--- src/rtl/ptsp_pkg.sv ---
// Shared types and constants for the planar tile sprite plotter.
// Used by ptsp_front, ptsp_back and the top level; depends on nothing.
package ptsp_pkg;

  localparam logic [3:0] BLEND_SEE_A = 4'h5;
  localparam logic [3:0] BLEND_SEE_B = 4'ha;
  localparam logic [3:0] BLEND_SEE_C = 4'hf;

  localparam logic [1:0] MODE_PLOT   = 2'd0;
  localparam logic [1:0] MODE_SPRITE = 2'd1;
  localparam logic [1:0] MODE_READ   = 2'd2;
  localparam logic [1:0] MODE_ACK    = 2'd3;

  localparam int IN_BITS  = 192;
  localparam int OUT_BITS = 16;

  typedef enum logic [1:0] {
    KIND_DRAW = 2'd0,
    KIND_READ = 2'd1,
    KIND_ACK  = 2'd2
  } kind_t;

  // One classified command waiting for the back end
  typedef struct packed {
    kind_t        kind;
    logic         layer;
    logic         single;
    logic [15:0]  x;
    logic [15:0]  y;
    logic [63:0]  d0;
    logic [63:0]  d1;
    logic [63:0]  en;
    logic [14:0]  ridx;
  } entry_t;

  // Back end status seen by the front end
  typedef struct packed {
    logic take;
    logic clearing;
  } back_stat_t;

endpackage

--- src/rtl/ptsp_front.sv ---
// Front end: accepts input words, classifies them into draw, read and
// acknowledge entries and holds them in a two-entry queue. Uses ptsp_pkg.
module ptsp_front (
  input  logic                       clk,
  input  logic                       rst,
  input  logic                       s_tvalid,
  output logic                       s_tready,
  input  logic [191:0]               s_tdata,
  input  ptsp_pkg::back_stat_t       stat,
  output logic                       q_valid,
  output ptsp_pkg::entry_t           q_head
);
  import ptsp_pkg::*;

  logic [1:0]  mode;
  logic [15:0] px;
  logic [15:0] py;
  logic [7:0]  cmd;
  logic [63:0] pl;
  logic [63:0] ph;
  logic        rlayer;
  logic [3:0]  upper;
  logic [3:0]  lower;
  logic        p0bit;
  logic        p1bit;
  logic        two;
  logic        see;
  entry_t      ent;

  entry_t      q [2];
  logic        wp;
  logic        rp;
  logic [1:0]  count;
  logic        push;

  // Unpack the input word
  assign mode   = s_tdata[1:0];
  assign px     = s_tdata[17:2];
  assign py     = s_tdata[33:18];
  assign cmd    = s_tdata[41:34];
  assign pl     = s_tdata[105:42];
  assign ph     = s_tdata[169:106];
  assign rlayer = s_tdata[170];
  assign upper  = cmd[7:4];
  assign lower  = cmd[3:0];

  assign p0bit = !(lower == 4'd0 || lower == 4'd2);
  assign p1bit = !(lower == 4'd0 || lower == 4'd1);
  assign two   = (upper[3:1] != 3'd0);
  assign see   = (lower == BLEND_SEE_A) || (lower == BLEND_SEE_B) || (lower == BLEND_SEE_C);

  // Classify into a queue entry with per-pixel data and enables
  always_comb begin
    ent        = '0;
    ent.x      = px;
    ent.y      = py;
    ent.ridx   = s_tdata[185:171];
    case (mode)
      MODE_PLOT: begin
        ent.kind   = KIND_DRAW;
        ent.layer  = (upper != 4'd0);
        ent.single = 1'b1;
        ent.d0     = {p0bit, 63'd0};
        ent.d1     = {p1bit, 63'd0};
        ent.en     = {1'b1, 63'd0};
      end
      MODE_SPRITE: begin
        ent.kind   = KIND_DRAW;
        ent.layer  = upper[0];
        ent.single = 1'b0;
        if (two) begin
          ent.d0 = pl;
          ent.d1 = ph;
          ent.en = {64{1'b1}};
        end else begin
          ent.d0 = (pl & {64{lower[0]}}) | (~pl & {64{lower[2]}});
          ent.d1 = (pl & {64{lower[1]}}) | (~pl & {64{lower[3]}});
          ent.en = see ? pl : {64{1'b1}};
        end
      end
      MODE_READ: begin
        ent.kind  = KIND_READ;
        ent.layer = rlayer;
      end
      default: begin
        ent.kind = KIND_ACK;
      end
    endcase
  end

  assign s_tready = (count != 2'd2) && !stat.clearing;
  assign push     = s_tvalid && s_tready;
  assign q_valid  = (count != 2'd0);
  assign q_head   = q[rp];

  // Hold entries until the back end takes them
  always_ff @(posedge clk) begin
    if (push) q[wp] <= ent;
  end

  always_ff @(posedge clk) begin
    if (rst) begin
      wp    <= 1'b0;
      rp    <= 1'b0;
      count <= 2'd0;
    end else begin
      if (push) wp <= ~wp;
      if (stat.take) rp <= ~rp;
      case ({push, stat.take})
        2'b10:   count <= count + 2'd1;
        2'b01:   count <= count - 2'd1;
        default: count <= count;
      endcase
    end
  end

endmodule

--- config.mk ---
export PLATFORM = sky130hd
export DESIGN_NAME = ptsp_front
export DESIGN_NICKNAME = d
export VERILOG_FILES = /design/src/rtl/ptsp_pkg.sv /design/src/rtl/ptsp_front.sv
export SDC_FILE = /design/constraint.sdc
export NUM_CORES = 1
export LEC_CHECK = 0
export BUFFER_PORTS_ARGS = -buffer_cell sky130_fd_sc_hd__buf_4
export CORE_ASPECT_RATIO = 1.1
export CORE_UTILIZATION = 25
export DETAILED_ROUTE_END_ITERATION = 12
export GPL_ROUTABILITY_DRIVEN = 0
export PLACE_DENSITY = 0.52
export SLEW_MARGIN = 30
export SYNTH_ARGS = -nofsm -noshare
export SYNTH_HDL_FRONTEND = slang
export SYNTH_SLANG_ARGS = --single-unit
--- constraint.sdc ---
create_clock -name clk -period 8.3 [get_ports clk]
set_clock_uncertainty 0.15 [all_clocks]
set_input_delay 0.83 -clock clk [delete_from_list [all_inputs] [get_ports clk]]
set_output_delay 0.83 -clock clk [all_outputs]
set_load 0.01 [all_outputs]
# --- Word level (Yosys, flattened, before mapping) ---
# Memory sizes are Yosys's and may differ from the RTL's. A register that Yosys moved wholly into a read port is not among the register bits.
# Index checks and enable logic that the tools add are counted.
# W data, S select, Z words.
op_classes:
  add_sub_neg: 2
  eq_ne: 10
  mux: 11
  bitwise: 9
  reduce_logical: 16
op_table:
  columns: ["operator", "count"]
  rows:
  - ["$pmux W192 S2", 1]
  - ["$and A64 B64 Y64", 4]
  - ["$mux W192", 1]
  - ["$or A64 B64 Y64", 2]
  - ["$mux W64", 1]
  - ["$not A64 Y64", 1]
  - ["$eq A4 B4 Y1 const B", 2]
  - ["$pmux W2 S2", 2]
  - ["$mux W1", 5]
  - ["$eq A2 B1 Y1 const B", 2]
  - ["$eq A2 B2 Y1 const B", 2]
  - ["$eq A4 B1 Y1 const B", 1]
  - ["$eq A4 B2 Y1 const B", 1]
  - ["$eq A4 B3 Y1 const B", 1]
  - ["$logic_not A4 Y1", 1]
  - ["$logic_or A1 B1 Y1", 4]
  - ["$reduce_bool A2 Y1", 2]
  - ["$reduce_bool A4 Y1", 1]
  - ["$logic_not A1 Y1", 3]
  - ["$pmux W1 S3", 1]
  - ["$reduce_bool A3 Y1", 1]
  - ["$add A2 B1 Y2 const B", 1]
  - ["$logic_and A1 B1 Y1", 2]
  - ["$logic_not A2 Y1", 1]
  - ["other kinds (4)", 5]
totals:
  reg_bits: 4
  ram_bits: 486
  in_bits: 197
  output_inout_bits: 245
  word_cells: 52
  n_memories: 1
memory_table:
  columns: ["memory", "depth", "word_bits", "rd", "rd_clocked_by_memory_dff", "wr", "line_no", "source"]
  rows:
  - ["q", 2, 243, 1, 1, 1, "ptsp_front.sv:30", "entry_t q [2];"]

# --- Depth between registers and ports, before layout ---
# Gate-level depths: netlist of run 1.
depth:
  depth_word: 6
  depth_mapped: 6
  depth_no_buf: 6

# --- Worst setup path after synthesis of run 1 ---
# No wires, ideal clock.
synth_path:
  path_type: "input to register"
  start: "in stat[0] (netlist name)"
  end: "mem q[1][0] (netlist name) (enable)"
  setup_time_ps: 636
  t_arrival_ps: 6667
  required_time_ps: 7514
  path_slack_ps: 847
  stages: 2
  path_buffers: 0
  path_cell_list: "nor2_1 > and3_1"
synth_via:
  elab_chain_cells: 5
synth_lines:
  columns: ["item", "line_no", "source"]
  rows:
  - ["start: declaration", "ptsp_front.sv:9", "input ptsp_pkg::back_stat_t stat,"]
  - ["$logic_not A1 Y1", "ptsp_front.sv:91", "assign s_tready = (count != 2'd2) && !stat.clearing;"]
  - ["$logic_and A1 B1 Y1", "ptsp_front.sv:91", null]
  - ["$logic_and A1 B1 Y1", "ptsp_front.sv:92", "assign push = s_tvalid && s_tready;"]
  - ["$mux W1", "ptsp_front.sv:98", "if (push) q[wp] <= ent;"]
  - ["$mux W1 (not written as such)", "ptsp_front.sv:98", null]
  - ["end: declaration", "ptsp_front.sv:30", null]
# No other way between the ends.

==> results of run 1 <==
power by group:
| group | leakage (nW) | switching [mW] | internal (mW) | total (mW) |
|---|---|---|---|---|
| Clock | 0.928 | 1.05 | 1.54 | 2.59 |
| Sequential | 4.57 | 0.0346 | 2.85 | 2.89 |
| Combinational | 4.61 | 0.440 | 0.384 | 0.825 |
registers in the layout, summed over array words and instances, names as in the netlist, named ones only:
name	count
rp	1
q	486
count	2
wp	1
layout make-up:
type                    instances  area [µm²]  share of cell area, %
inverters                       4        22.5                 0.0825
clock inverters                44         443                   1.62
flip-flops and latches        491       14700                   53.9
repair buffers                453        3490                   12.8
well taps                    1073        1340                   4.92
multi-input cells             725        5810                   21.3
clock buffers                  62        1490                   5.45
cells in the final DEF, fill, tap and decap left out, types with 4 or more instances in the layout:
master / synthesis / routed
clkbuf_16: 0 / 59
edfxtp_1: 486 / 486
nor2_1: 194 / 194
clkinv_2: 0 / 9
clkinvlp_4: 0 / 7
buf_4: 0 / 446
mux2i_1: 127 / 127
inv_6: 0 / 4
a211oi_1: 64 / 64
a21oi_1: 66 / 66
buf_12: 0 / 5
mux2_2: 243 / 243
bufinv_16: 0 / 8
dfxtp_1: 5 / 4
clkinv_1: 0 / 14
worst max-delay path, stage by stage, from the launching register on:
cell and delay, ps:
dfxtp_4 930, buf_12 590, mux2_2 500, buf_4 180
per-layer routing:
| layer | part of all wire, % | track usage (%) | vias up |
|---|---|---|---|
| met4 | 2.7 | 4.45 | 8 |
| met5 | 0.073 | 0 | - |
| met1 | 41 | 16.8 | 6450 |
| li1 | - | - | 5875 |
| met2 | 49 | 23.8 | 353 |
| met3 | 7.4 | 4.53 | 100 |
through the flow:
stage | area, µm² | utilization, % | setup slack, ps | hold slack [ps] | instances
detailed placement | 25300 | 30.4 | 4540 | 327 | 2745
global placement | 25300 | 30.3 | 4590 | 324 | 2742
finish | 27300 | 32.7 | 4310 | 246 | 2852
global route | 27300 | 32.7 | 4130 | 193 | 2852
CTS | 27300 | 32.7 | 4080 | 190 | 2851
floorplan | 21000 | - | 847 | 296 | 1325
logic make-up (layout without fill, tap and decap cells):
kind of cell | count (synthesis) | count (layout) | share of synthesized area (%)
AND/OR/NAND/NOR | 213 | 213 | 4.05
flip-flops | 491 | 491 | 69.9
XOR/XNOR | 4 | 4 | 0.167
multiplexers | 370 | 370 | 19.1
buffers and inverters | 109 | 563 | 2.70
AO/OA/AOI/OAI | 137 | 137 | 4.10
adder cells (fa/ha/maj) | 1 | 1 | 0.0595
final timing paths:
path	endpoint	slack, ps	depth (start not counted)
worst min register to register	wp	340	2
worst max-delay path	q_head[42]	4310	3
worst min-delay path	q[1][7]	250	1
worst max register to register	q[0][57]	5090	4
==> summary.md, run 1 <==
| Metric | Value |
|---|---|
| Pre-antenna DRT Iters | 5 |
| Most used DFF post-synth | edfxtp_1 |
| Die width | 279 µm |
| Worst reg2reg path startpoint | count[0] |
| Share of layout cells above drive strength 1 | 44.7% |
| Hold path startpoint | s_tdata[178] |
| Dominant cells by area after synthesis | edfxtp_1 (69%), mux2_2 (13%), mux2i_1 (6.0%) |
| CTS H-tree depth | 2 |
| Synth warn | 0 |
| Total GRT Usage | 14.0% |
| Area of the core | 83300 µm² |
| Slew margin rel. | 31.5% |
| Port Buffers | 435 |
| Largest net degree at the start of global routing | 142 |
| Max-cap viol count | 0 |
| Seq/Total Area, Yosys | 69.9% |
| Post-synth EDFFs | 486 |
| Vias/cell | 4.48 |
| Detailed-route wire length | 61.6 mm |
| Final period util | 48.1% |
| RSZ-0062 raised after global routing | no |
| Global-route wire length before repair | 89.4 mm |
| Worst Setup Start Kind | register |
| Final Setup Violations | 0 |
| CTS root buffer | clkbuf_16 |
| CP endpoint kind | output pin |
| Crit Path Category | reg2out |
| DIE HEIGHT | 306 µm |
| Maximum VDD drop | 0.000141 V |
| Initial Util | 25.2% |
| Setup TNS Final | 0 ps |
| Dpl hpwl | 38.0 mm |
| PostCTS Resize Cnt | 0 |
| Crit-path max FO | 122 |
| Async SR Flop Fraction | 0% |
| Initial antenna violation count | 6 |
| Clock transition at path regs | 60 ps |
| Post-CTS setup-driven buffer insertion count | 0 |
| Core Rows | 111 |
| Drt wl/cell | 21.6 µm |
| Synth Instances | 1325 |
| Leak pwr | 10.1 nW |
| Synth cell count leaders | edfxtp_1 (486), mux2_2 (243), nor2_1 (194), mux2i_1 (127), a21oi_1 (66) |
| Crit path arrival time | 3010 ps |
| Netlist Area Pre-Place | 21000 µm² |
| DRT iter0 DRCs | 562 |
| Mapped Avg Cell Area | 15.9 µm² |
| Final worst path period need | 3990 ps |
| Skew-Pair Late Insertion Delay | 620 ps |
| Max frequency | 251 MHz |
| CTS tree | built |
| Area leader, netlist | edfxtp_1 |
| Pwr dens | 231 nW/µm² |
| Area Overhead vs Synth | 29.8% |
| Critical Path RT | 7320 ps |
| Fillers | 8236 |
| Total power | 6.30 mW |
| Slew @ Worst Pin | 1030 ps |
| # DRC | 0 |
| Most frequent cell after synthesis | edfxtp_1 |
| GRT overflow | 0 |
| DIE AREA | 85300 µm² |
| ANT nets after route | 0 |
| Yosys reg bits | 491 |
| Status | finished clean |
| Hold_buf cts | 0 |
| Syn Nets | 1523 |
| Vias in the first global route | 13549 |
| # nets final | 1930 |
| Antenna cell count | 0 |
| Max Slew Vio Count | 0 |
| Clk sinks | 491 |
| Max Root-Sink Buffers | 3 |
| Vias | 12786 |
| Final Hold Vio Count | 0 |
| Boundary Pins | 442 |
| Hold WC Path Type | in2reg |
| Synth top area share | 69.4% |
| Netlist cell types | 34 |
| Num CTS Buffers | 57 |
No activity file was read; power rests on OpenSTA's default activity.
==> inputs of run 2 (changes only) <==
Settings changed: PLACE_DENSITY 0.52 to 0.53.
Clock period 8.3 ns to 3.5 ns, I/O delays scaled along.
==> run 2 against run 1 <==
Net effect: non-clock buffer count up 134; flip-flop and latch count unchanged; combinational power rose to 2.6 times the previous value; cell area up 4.9%; largest cell class unchanged; largest power group unchanged.
==> summary.md, run 2 (synthesis gave the netlist of run 1 again) <==
| Metric | Value |
|---|---|
| Status | finished clean |
| Max-cap viol count | 0 |
| Worst reg2reg path startpoint | count[1] |
| Die width | 279 µm |
| Area Overhead vs Synth | 36.1% |
| Leading cell types in the layout, fill and taps excluded | edfxtp_1 (486), buf_4 (446), mux2_2 (243) |
| Hold path startpoint | s_tdata[50] |
| Pre-antenna DRT Iters | 5 |
| Boundary Pins | 442 |
| Initial Util | 25.2% |
| Max Slew Vio Count | 0 |
| Core Rows | 111 |
| Initial antenna violation count | 3 |
| Worst r2r dst | q[0][197] |
| Max Root-Sink Buffers | 3 |
| Port Buffers | 435 |
| Final worst path period need | 2680 ps |
| Top Registers | q (486), count (2) |
| Area of the core | 83300 µm² |
| Critical Path RT | 3000 ps |
| Sw Share | 24.4% |
| Worst Setup Start Kind | register |
| Pwr dens | 513 nW/µm² |
| Internal power | 11.1 mW |
| Hold WC Path Type | in2reg |
| DRT iter0 DRCs | 674 |
| Final Setup Violations | 0 |
| Clock transition at path regs | 60 ps |
| Crit path top cell by count | buf_4 |
| Total GRT Usage | 14.3% |
| Power share of the clock group | 38.9% |
| Vias | 13270 |
| CP endpoint kind | output pin |
| CTS root buffer | clkbuf_16 |
| Worst reg2reg path depth | 4 |
| Share of layout cells above drive strength 1 | 42.0% |
| Bufs and invs on worst path | 3 |
| Crit Path Category | reg2out |
| # nets final | 2064 |
| Crit path arrival time | 2180 ps |
| Maximum VDD drop | 0.000321 V |
| DIE AREA | 85300 µm² |
| Sw Pwr | 3.58 mW |
| Max frequency | 373 MHz |
| Total power | 14.7 mW |
| Skew-Pair Late Insertion Delay | 600 ps |
| Top reg by flops | q |
| Worst Hold Depth | 3 |
| Leak pwr | 10.6 nW |
| # DRC | 0 |
| DIE HEIGHT | 306 µm |
| Part of the power in combinational logic | 14.6% |
| CTS tree | built |
| Most common cell after layout, fill and taps aside | edfxtp_1 |
| Sequential Power Share | 46.5% |
| Hold slack | 44.7 ps |
| Num CTS Buffers | 57 |
| RSZ-0062 raised after global routing | no |
| Clk sinks | 491 |
| ANT nets after route | 0 |
| Post-DP Area | 25600 µm² |
| Worst hold endpoint | q[1][151] |
| PostCTS Resize Cnt | 0 |
| CTS H-tree depth | 2 |
| Global-route wire length before repair | 91.6 mm |
| Fin area | 28600 µm² |
| Final Hold Vio Count | 0 |
| GRT overflow | 0 |
| Dpl hpwl | 39.9 mm |
| Final period util | 76.6% |
| Slew margin rel. | 47.2% |
| Drt wl/cell | 21.1 µm |
| Vias in the first global route | 13962 |
| CP cell instances | buf_12, buf_4, mux2_2, buf_4 |
| Vias/cell | 4.44 |
| Crit path largest cell delay | 400 ps |
| Critical-path top delay cell | mux2_2 |
| Crit-path max FO | 42 |
| Largest register FFs | 486 |
| CP delay by family, top | buffers and inverters |
| Largest net degree at the start of global routing | 79 |
| FF-to-FF setup slack | 1180 ps |
| Detailed-route wire length | 63.0 mm |
| Slew @ Worst Pin | 793 ps |
-- run 2: cell count changes in the layout (fill, tap and decap cells not counted), sizes merged --
cell,delta
buf,+12
clkinvlp,-3
diode,+1
clkinv,-1
bufinv,-4
clkbuf,+8
dlygate4sd3,+122
-- run 2: power groups by stage --
stage                     Sequential, mW  Combinational (mW)  Clock (mW)
final                               6.82                2.15        5.71
after global routing                6.84                2.29        6.12
after CTS                           6.82                2.20        5.92
after detailed placement            6.95                2.07           0
after global placement              6.93                2.05           0
after floorplan                     6.96                1.01           0
-- run 2: layer usage --
layer  vias to the layer above  track usage, %  routed length [µm]
met2                       346            25.2               31900
met4                         2            4.34                1500
met5                         -               0                  13
met3                        86            3.38                3700
met1                      6695            17.2               25800
li1                       6141               -                   -
-- run 2: timing repair --
item	CTS	global route
hold buffers	122	0
endpoints found under the hold margin	247	0
buffers inserted	0	0
-- run 2: layout make-up --
type | instances | area [µm²]
repair buffers | 587 | 4960
fillers | 8076 | 54700
flip-flops and latches | 491 | 14700
multi-input cells | 725 | 5820
inverters | 4 | 18.8
diodes | 1 | 2.50
clock buffers | 70 | 1480
well taps | 1073 | 1340
clock inverters | 36 | 302
-- run 2: how the worst max path moves through the flow --
| stage | start | endpoint | slack (ps) | depth (start not counted) |
|---|---|---|---|---|
| after global routing | register | q_head[151] | 730 | 4 |
| final | register | q_head[237] | 820 | 4 |
| after CTS | register | q_head[237] | 770 | 4 |
| after floorplan | count[1] | q[0][0] | -1270 | 3 |
| after detailed placement | s_tdata[35] | q[1][78] | 1050 | 6 |
| after global placement | s_tdata[35] | q[0][78] | 1020 | 4 |
-- run 2: through the flow --
stage / setup TNS (ps) / utilization, % / setup slack [ps] / cells
2_1_floorplan: -308280 / - / -1270 / 1325
3_3_place_gp: 0 / 30.7 / 1020 / 2757
3_5_place_dp: 0 / 30.7 / 1050 / 2758
4_1_cts: 0 / 34.3 / 771 / 2986
5_1_grt: 0 / 34.3 / 728 / 2987
6_report: 0 / 34.3 / 818 / 2987
-- run 2: worst reg2reg max path: stages, from the launching register on --
cell and delay, ps:
dfxtp_2 330, nor2b_4 130, or4_4 550, clkinvlp_4 300, buf_12 390
==> inputs of run 3 (changes only) <==
Settings changed: ABC_AREA from default to 1, PLACE_DENSITY 0.53 to 0.52.
Clock period 3.5 ns to 2.54 ns, I/O delays scaled along.
==> run 3 against run 2 <==
Net effect: routed wire length is 16% higher; critical path depth is 1 lower; global-route usage is 1.4 points higher; sequential power is 37% higher; via count is 23% higher; setup slack worse by 770 ps; die area is 5.3% higher; clock power is 39% higher; clock-buffer cell count is 2 lower; highest routed layer unchanged.
==> summary.md, run 3 <==
| Metric | Value |
|---|---|
| Share of layout cells above drive strength 1 | 33.5% |
| Main combinational cell family by area after synthesis | multiplexers |
| Most common cell after layout, fill and taps aside | edfxtp_1 |
| Most used DFF post-synth | edfxtp_1 |
| Dpl hpwl | 48.9 mm |
| Hold WC Path Type | in2reg |
| Netlist cell types | 23 |
| Initial Util | 25.2% |
| Leading cell types in the layout, fill and taps excluded | edfxtp_1 (486), buf_4 (465), nand2_1 (463) |
| Maximum VDD drop | 0.000478 V |
| Crit-path max FO | 69 |
| Area of the core | 87900 µm² |
| Leak pwr | 12.0 nW |
| CTS H-tree depth | 2 |
| Port Buffers | 435 |
| RSZ-0062 raised after global routing | yes |
| Detailed-route wire length | 72.8 mm |
| Clock transition at path regs | 60 ps |
| Post-synthesis mux area share | 12.3% |
| Async SR Flop Fraction | 0% |
| Synth Instances | 1814 |
| Final worst path period need | 2490 ps |
| Initial antenna violation count | 15 |
| Top Registers | q (486), count (2) |
| Boundary Pins | 442 |
| Mapped Avg Cell Area | 12.2 µm² |
| Critical Path RT | 2140 ps |
| Synth top area share | 65.9% |
| Global-route wire length before repair | 105 mm |
| DRT iter0 DRCs | 1005 |
| Seq/Total Area, Yosys | 66.3% |
| Max Root-Sink Buffers | 3 |
| Pre-CTS setup slack | 375 ps |
| # nets final | 2656 |
| Hold slack | 59.1 ps |
| Post-DP Area | 27000 µm² |
| Total GRT Usage | 15.7% |
| DIE AREA | 89800 µm² |
| Vias in the first global route | 16607 |
| Vias | 16334 |
| Area Overhead vs Synth | 40.1% |
| Setup slack after layout | 51.7 ps |
| ANT nets after route | 0 |
| Max Slew Vio Count | 0 |
| CTS tree | built |
| Max-cap viol count | 0 |
| Vias/cell | 4.45 |
| CP endpoint kind | output pin |
| Largest register FFs | 486 |
| Top reg by flops | q |
| Num CTS Buffers | 57 |
| Area leader, netlist | edfxtp_1 |
| Setup TNS Final | 0 ps |
| Synth Area in Simple Gates | 10.8% |
| Slew @ Worst Pin | 929 ps |
| Skew-Pair Late Insertion Delay | 620 ps |
| Clk sinks | 491 |
| Netlist Area Pre-Place | 22200 µm² |
| Synth warn | 0 |
| Largest net degree at the start of global routing | 77 |
| Yosys reg bits | 491 |
| Final Hold Vio Count | 0 |
| Max frequency | 402 MHz |
| Synth cell count leaders | edfxtp_1 (486), nand2_1 (464), mux2_2 (243), a21oi_1 (132), o21ai_0 (105) |
| Fillers | 8706 |
| Crit path arrival time | 2080 ps |
| Dominant cells by area after synthesis | edfxtp_1 (66%), mux2_2 (12%), nand2_1 (7.9%) |
| Adder-Cell Fraction of Synth Area | 0.0565% |
| Pwr dens | 664 nW/µm² |
| Worst Setup Start Kind | register |
| Total power | 20.6 mW |
| Final Setup Violations | 0 |
| Post-synth EDFFs | 486 |
| Final period util | 98.0% |
| CTS root buffer | clkbuf_16 |
| Post-synthesis xor/xnor area fraction | 0.0395% |
| Drt wl/cell | 19.8 µm |
| DIE HEIGHT | 314 µm |
| Status | finished clean |
| Most frequent cell after synthesis | edfxtp_1 |
| # DRC | 0 |
| Fin area | 31100 µm² |
| Crit Path Category | reg2out |
| Die width | 286 µm |
| Post-synthesis compound-gate area fraction | 6.00% |
| Syn Nets | 2012 |
| Core Rows | 114 |
| Pre-antenna DRT Iters | 5 |
| GRT overflow | 0 |
| Slew margin rel. | 38.1% |
==> run 3: cell types whose count changed in the layout (fill, tap and decap cells not counted), sizes merged, moves of 3 or more <==
cell and delta:
a211oi -64, a21oi +66, buf +31, clkinv -6
diode +13, dlygate4sd3 +89, inv +77, mux2i -127
nand2 +462, nand3 +67, nor2 -118, o21ai +130
or3 -3
==> run 3: cell families (layout without fill, tap and decap cells) <==
logic type      Yosys count  count (layout)
other cells               0              14
xor+xnor                  1               1
compound gates          265             265
buf+inv                 204             887
fa+ha+maj                 1               1
mux                     243             243
simple gates            609             609
flops                   491             491
==> run 3: layout make-up <==
class	instances	area, µm²	share of cell area, %
antenna	14	35.0	0.113
clock buffer	68	1470	4.73
clock inverter	30	309	0.995
inverter	82	322	1.04
multi-input combinational	1119	6540	21.1
sequential	491	14700	47.3
tap	1160	1450	4.67
timing repair buffer	707	6230	20.1
==> run 3: routing by layer <==
| metal | global-route usage [%] | routed length (µm) | vias to the layer above |
|---|---|---|---|
| met3 | 3.73 | 4590 | 142 |
| met4 | 6.92 | 2980 | 8 |
| li1 | - | - | 7697 |
| met1 | 19.7 | 30800 | 7991 |
| met2 | 25.6 | 34400 | 496 |
| met5 | 0 | 54 | - |
==> run 3: timing repair <==
item	CTS	global route
endpoints found under the hold margin	487	0
buffers inserted	4	1
endpoints found under the setup margin	140	67
hold buffers	211	0
resized for setup	6	7
==> run 3: final timing paths <==
path / from / endpoint / slack (ps) / cells after the start
worst max register to register: count[0] / wp / 410 / 6
worst max-delay path: register / q_head[70] / 50 / 3
worst min register to register: count[0] / count[0] / 360 / 2
worst min-delay path: stat[0] / count[0] / 60 / 4
==> run 3: where the power goes <==
group	total, mW	internal [mW]	leakage (nW)	switching, mW
combinational	3.30	1.56	6.56	1.74
clock	7.96	4.69	0.868	3.26
sequential	9.36	9.28	4.52	0.0778
total	20.6	15.5	12.0	5.08
==> run 3: metrics by stage <==
stage                     std cells  util [%]
after floorplan                1814         -
after global placement         3343      30.8
after detailed placement       3343      30.8
after CTS                      3656      35.3
after global routing           3668      35.3
final                          3671      35.3
==> run 3: worst max-delay path, cell delays in order (launching register included) <==
cell and delay, ps:
dfxtp_4 470, buf_16 340, mux2_2 420, buf_4 150
